[src/hw/rtl/kmp_pkg.sv]
// Package for the KMP stream matcher: sizes, register indexes, FSM type and
// pattern helper functions. No dependencies.
package kmp_pkg;

  localparam int MAX_PATTERN   = 16;
  localparam int POSITION_BITS = 16;
  localparam int IDX_W         = $clog2(MAX_PATTERN);
  localparam int LEN_W         = $clog2(MAX_PATTERN + 1);
  localparam int CFG_DW        = 64;
  localparam int CFG_AW        = 2;
  localparam int START_W       = 16;
  localparam int OUT_W         = 24;

  localparam logic [CFG_AW-1:0] REG_PAT_LOW  = 2'd0;
  localparam logic [CFG_AW-1:0] REG_PAT_HIGH = 2'd1;
  localparam logic [CFG_AW-1:0] REG_PAT_LEN  = 2'd2;

  typedef enum logic [2:0] {
    S_BUILD_INIT,
    S_BUILD_CMP,
    S_BUILD_LOAD,
    S_IDLE,
    S_MATCH_LOAD,
    S_MATCH_CMP
  } state_t;

  // pattern length register clamped to 1..MAX_PATTERN
  function automatic logic [LEN_W-1:0] eff_len(input logic [4:0] raw);
    logic [LEN_W-1:0] l;
    if (raw == 5'd0) begin
      l = LEN_W'(1);
    end else if (raw > 5'(MAX_PATTERN)) begin
      l = LEN_W'(MAX_PATTERN);
    end else begin
      l = LEN_W'(raw);
    end
    return l;
  endfunction

  function automatic logic [7:0] pat_byte(input logic [CFG_DW-1:0] lo,
                                          input logic [CFG_DW-1:0] hi,
                                          input logic [IDX_W-1:0]  idx);
    logic [CFG_DW-1:0] w;
    w = idx[3] ? hi : lo;
    w = w >> {idx[2:0], 3'b000};
    return w[7:0];
  endfunction

endpackage

[src/hw/rtl/kmp_stream_matcher_core.sv]
// KMP stream matcher top level: pattern registers, failure table memory and the
// table build and per-byte match sequencers. Uses kmp_pkg.
// Per byte: the idle state accepts it, the compare state registers the result when the output
// is free; a byte after a full match starts in the load state, and each failure-table step
// adds a memory read and a load. A new byte is taken only in the idle state. After reset or a
// pattern write the table rebuilds, in_tready low meanwhile. Reset is synchronous, active low.
module kmp_stream_matcher_core (
  input  logic                      clk,
  input  logic                      rst_n,
  input  logic                      in_tvalid,
  output logic                      in_tready,
  input  logic [7:0]                in_tdata,   // text_byte
  input  logic                      in_tlast,   // last_of_text
  output logic                      out_tvalid,
  input  logic                      out_tready,
  output logic [kmp_pkg::OUT_W-1:0] out_tdata,  // match_found, match_start[16], matched_count[5]
  input  logic                      cfg_we,
  input  logic [kmp_pkg::CFG_AW-1:0] cfg_addr,
  input  logic [kmp_pkg::CFG_DW-1:0] cfg_wdata
);
  import kmp_pkg::*;

  state_t state_r, state_nxt;

  logic [CFG_DW-1:0]        pat_lo_r, pat_lo_nxt;
  logic [CFG_DW-1:0]        pat_hi_r, pat_hi_nxt;
  logic [4:0]               pat_len_r, pat_len_nxt;
  logic [LEN_W-1:0]         len;

  logic [LEN_W-1:0]         fail_mem [MAX_PATTERN];
  logic                     mem_we, mem_re;
  logic [IDX_W-1:0]         mem_waddr, mem_raddr;
  logic [LEN_W-1:0]         mem_wdata, mem_rdata_r;

  logic [LEN_W-1:0]         bk_r, bk_nxt;
  logic [LEN_W-1:0]         bq_r, bq_nxt;
  logic [LEN_W-1:0]         mlen_r, mlen_nxt;
  logic [POSITION_BITS-1:0] pos_r, pos_nxt;
  logic                     found_r, found_nxt;
  logic [POSITION_BITS-1:0] fstart_r, fstart_nxt;
  logic [7:0]               byte_r, byte_nxt;
  logic                     last_r, last_nxt;
  logic [LEN_W-1:0]         q_r, q_nxt;
  logic                     out_valid_r, out_valid_nxt;
  logic [OUT_W-1:0]         out_data_r, out_data_nxt;

  logic [7:0]               pb_k, pb_bq, pb_m;
  logic                     out_free;
  logic                     eq_b, eq_m;
  logic [LEN_W-1:0]         q1_b, q1_m;
  logic                     found_v;
  logic [POSITION_BITS-1:0] start_v;

  assign len      = eff_len(pat_len_r);
  assign pb_k     = pat_byte(pat_lo_r, pat_hi_r, bk_r[IDX_W-1:0]);
  assign pb_bq    = pat_byte(pat_lo_r, pat_hi_r, bq_r[IDX_W-1:0]);
  assign pb_m     = pat_byte(pat_lo_r, pat_hi_r, q_r[IDX_W-1:0]);
  assign eq_b     = (pb_k == pb_bq);
  assign eq_m     = (byte_r == pb_m);
  assign q1_b     = bq_r + LEN_W'(eq_b);
  assign q1_m     = q_r + LEN_W'(eq_m);
  assign out_free = ~out_valid_r | out_tready;

  assign out_tvalid = out_valid_r;
  assign out_tdata  = out_data_r;

  always_comb begin
    state_nxt     = state_r;
    pat_lo_nxt    = pat_lo_r;
    pat_hi_nxt    = pat_hi_r;
    pat_len_nxt   = pat_len_r;
    bk_nxt        = bk_r;
    bq_nxt        = bq_r;
    mlen_nxt      = mlen_r;
    pos_nxt       = pos_r;
    found_nxt     = found_r;
    fstart_nxt    = fstart_r;
    byte_nxt      = byte_r;
    last_nxt      = last_r;
    q_nxt         = q_r;
    out_valid_nxt = out_valid_r & ~out_tready;
    out_data_nxt  = out_data_r;
    mem_we        = 1'b0;
    mem_waddr     = '0;
    mem_wdata     = '0;
    mem_re        = 1'b0;
    mem_raddr     = '0;
    in_tready     = 1'b0;
    found_v       = found_r;
    start_v       = fstart_r;

    unique case (state_r)
      S_BUILD_INIT: begin
        mem_we    = 1'b1;
        bk_nxt    = LEN_W'(1);
        bq_nxt    = '0;
        if (mlen_r > len) begin
          mlen_nxt = len;
        end
        state_nxt = S_BUILD_CMP;
      end
      S_BUILD_CMP: begin
        if (bk_r >= len) begin
          state_nxt = S_IDLE;
        end else if (bq_r != '0 && !eq_b) begin
          mem_re    = 1'b1;
          mem_raddr = IDX_W'(bq_r - LEN_W'(1));
          state_nxt = S_BUILD_LOAD;
        end else begin
          mem_we    = 1'b1;
          mem_waddr = bk_r[IDX_W-1:0];
          mem_wdata = q1_b;
          bq_nxt    = q1_b;
          bk_nxt    = bk_r + LEN_W'(1);
        end
      end
      S_BUILD_LOAD: begin
        bq_nxt    = mem_rdata_r;
        state_nxt = S_BUILD_CMP;
      end
      S_IDLE: begin
        in_tready = 1'b1;
        if (in_tvalid) begin
          byte_nxt = in_tdata;
          last_nxt = in_tlast;
          if (pos_r != '1) begin
            pos_nxt = pos_r + POSITION_BITS'(1);
          end
          // a full match last time: start from the failure entry of the whole pattern
          if (mlen_r >= len) begin
            mem_re    = 1'b1;
            mem_raddr = IDX_W'(len - LEN_W'(1));
            state_nxt = S_MATCH_LOAD;
          end else begin
            q_nxt     = mlen_r;
            state_nxt = S_MATCH_CMP;
          end
        end
      end
      S_MATCH_LOAD: begin
        q_nxt     = mem_rdata_r;
        state_nxt = S_MATCH_CMP;
      end
      S_MATCH_CMP: begin
        if (q_r != '0 && !eq_m) begin
          mem_re    = 1'b1;
          mem_raddr = IDX_W'(q_r - LEN_W'(1));
          state_nxt = S_MATCH_LOAD;
        end else if (out_free) begin
          if (q1_m == len && !found_r) begin
            found_v = 1'b1;
            start_v = pos_r - POSITION_BITS'(len) + POSITION_BITS'(1);
          end
          out_valid_nxt = 1'b1;
          out_data_nxt  = {(OUT_W - 1 - START_W - LEN_W)'(0), q1_m,
                           START_W'(start_v), found_v};
          if (last_r) begin
            mlen_nxt   = '0;
            pos_nxt    = '0;
            found_nxt  = 1'b0;
            fstart_nxt = '0;
          end else begin
            mlen_nxt   = q1_m;
            found_nxt  = found_v;
            fstart_nxt = start_v;
          end
          state_nxt = S_IDLE;
        end
      end
      default: state_nxt = S_BUILD_INIT;
    endcase

    if (cfg_we) begin
      priority if (cfg_addr == REG_PAT_LOW) begin
        pat_lo_nxt = cfg_wdata;
        state_nxt  = S_BUILD_INIT;
      end else if (cfg_addr == REG_PAT_HIGH) begin
        pat_hi_nxt = cfg_wdata;
        state_nxt  = S_BUILD_INIT;
      end else if (cfg_addr == REG_PAT_LEN) begin
        pat_len_nxt = cfg_wdata[4:0];
        state_nxt   = S_BUILD_INIT;
      end else begin
        pat_len_nxt = pat_len_r;
      end
    end
  end

  always_ff @(posedge clk) begin
    if (!rst_n) begin
      state_r     <= S_BUILD_INIT;
      pat_lo_r    <= '0;
      pat_hi_r    <= '0;
      pat_len_r   <= 5'd1;
      mlen_r      <= '0;
      pos_r       <= '0;
      found_r     <= 1'b0;
      fstart_r    <= '0;
      out_valid_r <= 1'b0;
    end else begin
      state_r     <= state_nxt;
      pat_lo_r    <= pat_lo_nxt;
      pat_hi_r    <= pat_hi_nxt;
      pat_len_r   <= pat_len_nxt;
      mlen_r      <= mlen_nxt;
      pos_r       <= pos_nxt;
      found_r     <= found_nxt;
      fstart_r    <= fstart_nxt;
      out_valid_r <= out_valid_nxt;
    end
  end

  always_ff @(posedge clk) begin
    bk_r       <= bk_nxt;
    bq_r       <= bq_nxt;
    byte_r     <= byte_nxt;
    last_r     <= last_nxt;
    q_r        <= q_nxt;
    out_data_r <= out_data_nxt;
  end

  // failure table: one write port, one registered read port
  always_ff @(posedge clk) begin
    if (mem_we) begin
      fail_mem[mem_waddr] <= mem_wdata;
    end
    if (mem_re) begin
      mem_rdata_r <= fail_mem[mem_raddr];
    end
  end

endmodule

[config.mk]
export PLATFORM = sky130hd
export DESIGN_NAME = kmp_stream_matcher_core
export DESIGN_NICKNAME = d
export VERILOG_FILES = /design/src/hw/rtl/kmp_pkg.sv /design/src/hw/rtl/kmp_stream_matcher_core.sv
export SDC_FILE = /design/constraint.sdc
export NUM_CORES = 1
export LEC_CHECK = 0
export BUFFER_PORTS_ARGS = -buffer_cell sky130_fd_sc_hd__buf_2
export CORE_MARGIN = 8
export CORE_UTILIZATION = 45
export DETAILED_ROUTE_END_ITERATION = 8
export PLACE_DENSITY_LB_ADDON = 0.3
export SYNTH_ARGS = -nofsm -noshare
export SYNTH_HDL_FRONTEND = slang
export SYNTH_SLANG_ARGS = --single-unit
[constraint.sdc]
create_clock -name clk -period 4.3 [get_ports clk]
set_input_delay 0.86 -clock clk [delete_from_list [all_inputs] [get_ports clk]]
set_output_delay 0.86 -clock clk [all_outputs]
set_load 0.01 [all_outputs]
Yosys cells after proc, flatten, opt, wreduce, memory -nomap -nowiden
Memory sizes are Yosys's and may differ from the RTL's. A register that Yosys moved wholly into a read port is not among the register bits.
Cells that the tools add are included.
{ "op_classes": {"addsub": 9, "n_lt_le_gt_ge": 4, "n_eq_ne": 20, "n_shift": 3, "muxes": 67, "bitwise": 7, "n_reduce_logical": 27} }
{ "ops": {"columns": ["op", "count"], "rows": [
  ["$mux 64", 3],
  ["$shr 64x6->8", 3],
  ["$mux 16", 7],
  ["$mux 5", 15],
  ["$add 16x1->16 const B", 2],
  ["$mux 4", 8],
  ["$pmux 16 s2", 1],
  ["$pmux 5 s2", 3],
  ["$mux 3", 9],
  ["$ne 2x2->1 const B", 9],
  ["$eq 8x8->1", 2],
  ["$mux 1", 16],
  ["$ne 16x16->1 const B", 1],
  ["$sub 16x5->16", 1],
  ["$pmux 3 s5", 1],
  ["$pmux 5 s3", 1],
  ["$reduce_and 3->1", 5],
  ["$pmux 4 s3", 1],
  ["$sub 4x1->4 const B", 3],
  ["$add 5x1->5", 2],
  ["$ge 5x5->1", 2],
  ["$reduce_bool 5->1", 2],
  ["$reduce_and 4->1", 2],
  ["$reduce_bool 2->1", 4],
  ["other kinds (23)", 34]
]} }
{ "word_totals": {"register_bits": 221, "ram_bits": 80, "in_bits": 80, "output_inout_bits": 26, "wordCells": 153, "n_memories": 1} }
{ "mem_list": {"columns": ["memory", "words", "word_bits", "rd", "rd_ports_with_merged_regs", "wr", "line_no", "source"], "rows": [
  ["fail_mem", 16, 5, 1, 1, 1, "kmp_stream_matcher_core.sv:30", "logic [LEN_W-1:0] fail_mem [MAX_PATTERN];"]
]} }

Depth between registers and ports, before layout
{ "logic_depth": {"word_depth": 12, "depth_mapped": 22, "ltp_nobuf": 18} }

Least setup slack after synthesis
No wires, ideal clock.
{ "synth_path": {"kind": "flip-flop to flip-flop", "from": "reg q_r[0]", "to": "reg fstart_r[10]", "setup_time_ps": 128, "arrival_time_ps": 4314, "t_required_ps": 4172, "setup_slack_ps": -142, "stages_incl_launch_ff": 20, "n_path_buf": 3, "synth_period_minus_slack_ps": 4442, "path_cell_list": "edfxtp_1 buf_6 buf_6 mux4_2 mux2i_1 mux2_2 a31oi_1 nand3_1 nor2_1 ha_1 ha_1 xor2_1 inv_1 a21oi_1 mux2i_1 nor4_2 buf_2 mux2_2 a22oi_1 nor2_1"} }
{ "synth_between": {"elab_chain_len": 7} }
{ "synth_lines": {"columns": ["item", "line_no", "source"], "rows": [
  ["start, declared", "kmp_stream_matcher_core.sv:43", "logic [LEN_W-1:0] q_r, q_nxt;"],
  ["start signal, assigned", "kmp_stream_matcher_core.sv:218", "q_r <= q_nxt;"],
  ["$shr 64x6->8", "kmp_pkg.sv:45", "w = w >> {idx[2:0], 3'b000};"],
  ["$eq 8x8->1", "kmp_stream_matcher_core.sv:59", "assign eq_m = (byte_r == pb_m);"],
  ["$add 5x1->5 (*)", "kmp_stream_matcher_core.sv:61", "assign q1_m = q_r + LEN_W'(eq_m);"],
  ["net q1_m[2]", "kmp_stream_matcher_core.sv:50", "logic [LEN_W-1:0] q1_b, q1_m;"],
  ["$eq 5x5->1 (*)", "kmp_stream_matcher_core.sv:150", "if (q1_m == len && !found_r) begin"],
  ["$logic_and 1x1->1 (*)", "kmp_stream_matcher_core.sv:150", null],
  ["$mux 16 (*)", "kmp_stream_matcher_core.sv:150", null],
  ["$mux 16 (*)", "kmp_stream_matcher_core.sv:157", "if (last_r) begin"],
  ["end signal, assigned", "kmp_stream_matcher_core.sv:208", "fstart_r <= fstart_nxt;"],
  ["end, declared", "kmp_stream_matcher_core.sv:40", "logic [POSITION_BITS-1:0] fstart_r, fstart_nxt;"]
]} }
The timed path passes the listed nets; every way through them passes the cells marked *.
A chain may end at the register's enable or synchronous reset.

Final worst setup path
{ "layout_path": {"from": "reg q_r[0]", "to": "reg fstart_r[4]"} }
The elaborated chain is that of the path after synthesis.

==> out/qor.yml <==
routed_wl_um: 49800
rows: 71
rsz0062_at_grt: "true"
slew_headroom_pct: 36.5
die_area_sq_mm: 0.0441
antenna_found_initial: 2
grtUsageTotal_pct: 22.2
start_util_pct: 45.3
hold_path.class: "register to register"
ys_ff_latch: 306
register_area_sq_mm: 0.00744
status: "complete, but fails checks"
yosysUniqueCellTypes: 87
setup_viol: 15
clock_sinks: 306
grt_max_degree: 72
netlist_area_sq_mm: 0.0169
hpwl_um: 35600
async_flop_share_pct: 0
wl_per_cell_um: 21.2
synth_edf_count: 131
netlist_instances: 1654
crit_arrival_ns: 4.80
drc: 0
io-pin-count: 106
finalInstanceArea_sq_mm: 0.0201
clk_pin_slew_ns: 0.06
worst_slack_ns: -0.0662
crit_chain: "buf_12 -> mux4_2 -> mux4_2 -> xor2_2 -> a31oi_1 -> buf_4 -> nand3_4 -> nor2_4 -> ha_4 -> ha_4 -> xor2_2 -> inv_1 -> a21oi_2 -> mux2i_2 -> nor4_4 -> buf_4 -> clkbuf_16 -> mux2_4 -> nand3b_1 -> a21oi_2"
fin_crit_sh_pct: 102
portBuffers: 103
cp-end-kind: "register"
synth_flop_cell: "dfxtp_1"
htree_levels: 2
fin_skew_ns: 0.0242
root_buffer: "clkbuf_16"
vias: 13855
fill_cells: 3278
fmax_ghz: 0.229
die_w_um: 210
routabilityCongestion: 0.907
dpl_cell_area_sq_mm: 0.0185
syn_to_final_growth_pct: 19.0
final_nets: 1938
post-place-ws_ns: -0.192
max_stage_delay_ns: 0.50
violations: "negative setup slack"
clk_latency_ns: 0.56
yosysSeqAreaShare_pct: 43.9
period_needed_ns: 4.37
powerDensity_mw_per_mm2: 455
holdWs_ns: 0.461
grt_pass1_wl_um: 77000
crit_path_top_delay_cell: "mux4_2"
worstSetupPathType: "register to register"
grt_remaining_overflow: 0
hold_viol: 0
die_y_um: 210
via_per_inst: 5.90
p_total_mw: 9.16
path_max_fanout: 6
worst_pin_slew_ns: 0.928
avgSynthCellArea_sq_um: 10.2
cap_violations: 0
ant_nets: 0
dr.pass1.iters: 7
cts_buffers: 36
post-route-util_pct: 53.8
cp-start-kind: "register"
final_max_slew_viol_count: 0
multi_input_area_sq_mm: 0.00909
cts_tree: "yes"
yosys_warnings: 0
cp_data_required_time_ns: 4.74
drt_iter0_markers: 1153
final_common_cell: "nand2_1"
mostFrequentLayoutCells: "nand2_1 (314), dfxtp_1 (175), a21oi_1 (166), edfxtp_1 (131), buf_2 (103)"
grt_pass1_vias: 13359
peakVddDrop_uv: 332
coreArea_sq_mm: 0.0374
clock_path_buffers: 3
drive_gt1_share_pct: 25.1
p_leak_nw: 7.48
-- logic make-up (layout without fill, tap and decap cells) --
| family | Yosys count | in the layout | share of synthesized area (%) |
|---|---|---|---|
| AOI/OAI and AO/OA | 334 | 334 | 13.0 |
| DFF | 306 | 306 | 43.9 |
| adders and majority gates | 51 | 51 | 3.81 |
| and+or+nand+nor | 589 | 590 | 16.0 |
| xor gates and xnor gates | 53 | 53 | 2.74 |
| muxes | 166 | 166 | 16.2 |
| buffers and inverters | 154 | 332 | 4.23 |
| other | 1 | 4 | 0.0222 |
-- synthesized netlist by cell type, types with 20 or more instances --
library cell / count / area (sq um)
a22o_1: 21 / 184
nor2_1: 89 / 334
nand3_1: 30 / 150
a21oi_1: 171 / 856
inv_1: 44 / 165
ha_1: 50 / 626
dfxtp_1: 175 / 3500
nand2_1: 315 / 1180
buf_2: 21 / 105
xnor2_1: 35 / 307
mux4_2: 82 / 1850
nor3_1: 30 / 150
nand4_1: 20 / 125
clkbuf_1: 57 / 214
mux2i_1: 54 / 541
edfxtp_1: 131 / 3930
mux2_2: 27 / 304
-- sequential cells by signal, indices dropped and copies added (netlist names) --
signal	flops
bk_r	5
bq_r	5
byte_r	8
fail_mem	80
found_r	1
fstart_r	16
last_r	1
mem_rdata_r	5
mlen_r	5
out_tdata	22
out_tvalid	1
pat_hi_r	64
pat_len_r	5
pat_lo_r	64
pos_r	16
q_r	5
state_r	3
-- per-stage QoR --
| stage | TNS (ns) | std cells |
|---|---|---|
| 2_1_floorplan | 0 | 1655 |
| 3_3_place_gp | -0.00384 | 2267 |
| 3_5_place_dp | -1.75 | 2267 |
| 4_1_cts | -0.755 | 2337 |
| 5_1_grt | -2.91 | 2347 |
| 6_report | -0.463 | 2347 |
-- final cells by class --
class                           instances  area share (%)
Timing Repair Buffer                  222            8.00
Inverter                               45           0.851
Clock buffer                           51            5.11
Sequential cell                       306            36.9
Multi-Input combinational cell       1196            45.1
Tap cell                              511            3.17
Antenna cell                            2          0.0249
Clock inverter                         14           0.764
-- critical path: cells and delay by family (launching register included) --
family	cells	cell delay, ns
multiplexers	4	1.41
AO/OA/AOI/OAI	3	0.37
adder cells (fa/ha/maj)	2	0.31
AND/OR/NAND/NOR	4	0.63
buffers and inverters	5	0.73
flip-flops	1	0.45
XOR/XNOR	2	0.33
-- routing by layer --
metal / track usage (%) / share of wire [%] / up-vias
met5: 0 / 0 / -
met4: 9.02 / 3.5 / 0
met3: 5.90 / 8.5 / 123
met2: 33.8 / 46 / 558
met1: 29.8 / 43 / 6782
li1: - / - / 6392
-- path summary, 6_finish.rpt --
path	startpoint	endpoint	depth (start not counted)	slack, ns
worst max-delay path	q_r[0]	fstart_r[4]	20	-0.07
worst min-delay path	fstart_r[7]	fstart_r[7]	2	0.46
worst max register to register	q_r[0]	fstart_r[4]	20	-0.07
worst min register to register	fstart_r[7]	fstart_r[7]	2	0.46
-- where the power goes --
part	internal (mW)	switching [mW]	total [mW]
clock network	1.81	1.26	3.07
registers	3.27	0.155	3.43
logic	1.14	1.52	2.66
total	6.22	2.93	9.16
-- repair_timing --
item,4_1_cts,5_1_grt
buffers inserted,3,8
setup endpoints to repair,28,71
resized for setup,35,30
hold buffers,0,0
pin swaps,19,13
cloned,2,1
hold endpoints to repair,0,0
No activity file was read; power rests on OpenSTA's default activity.
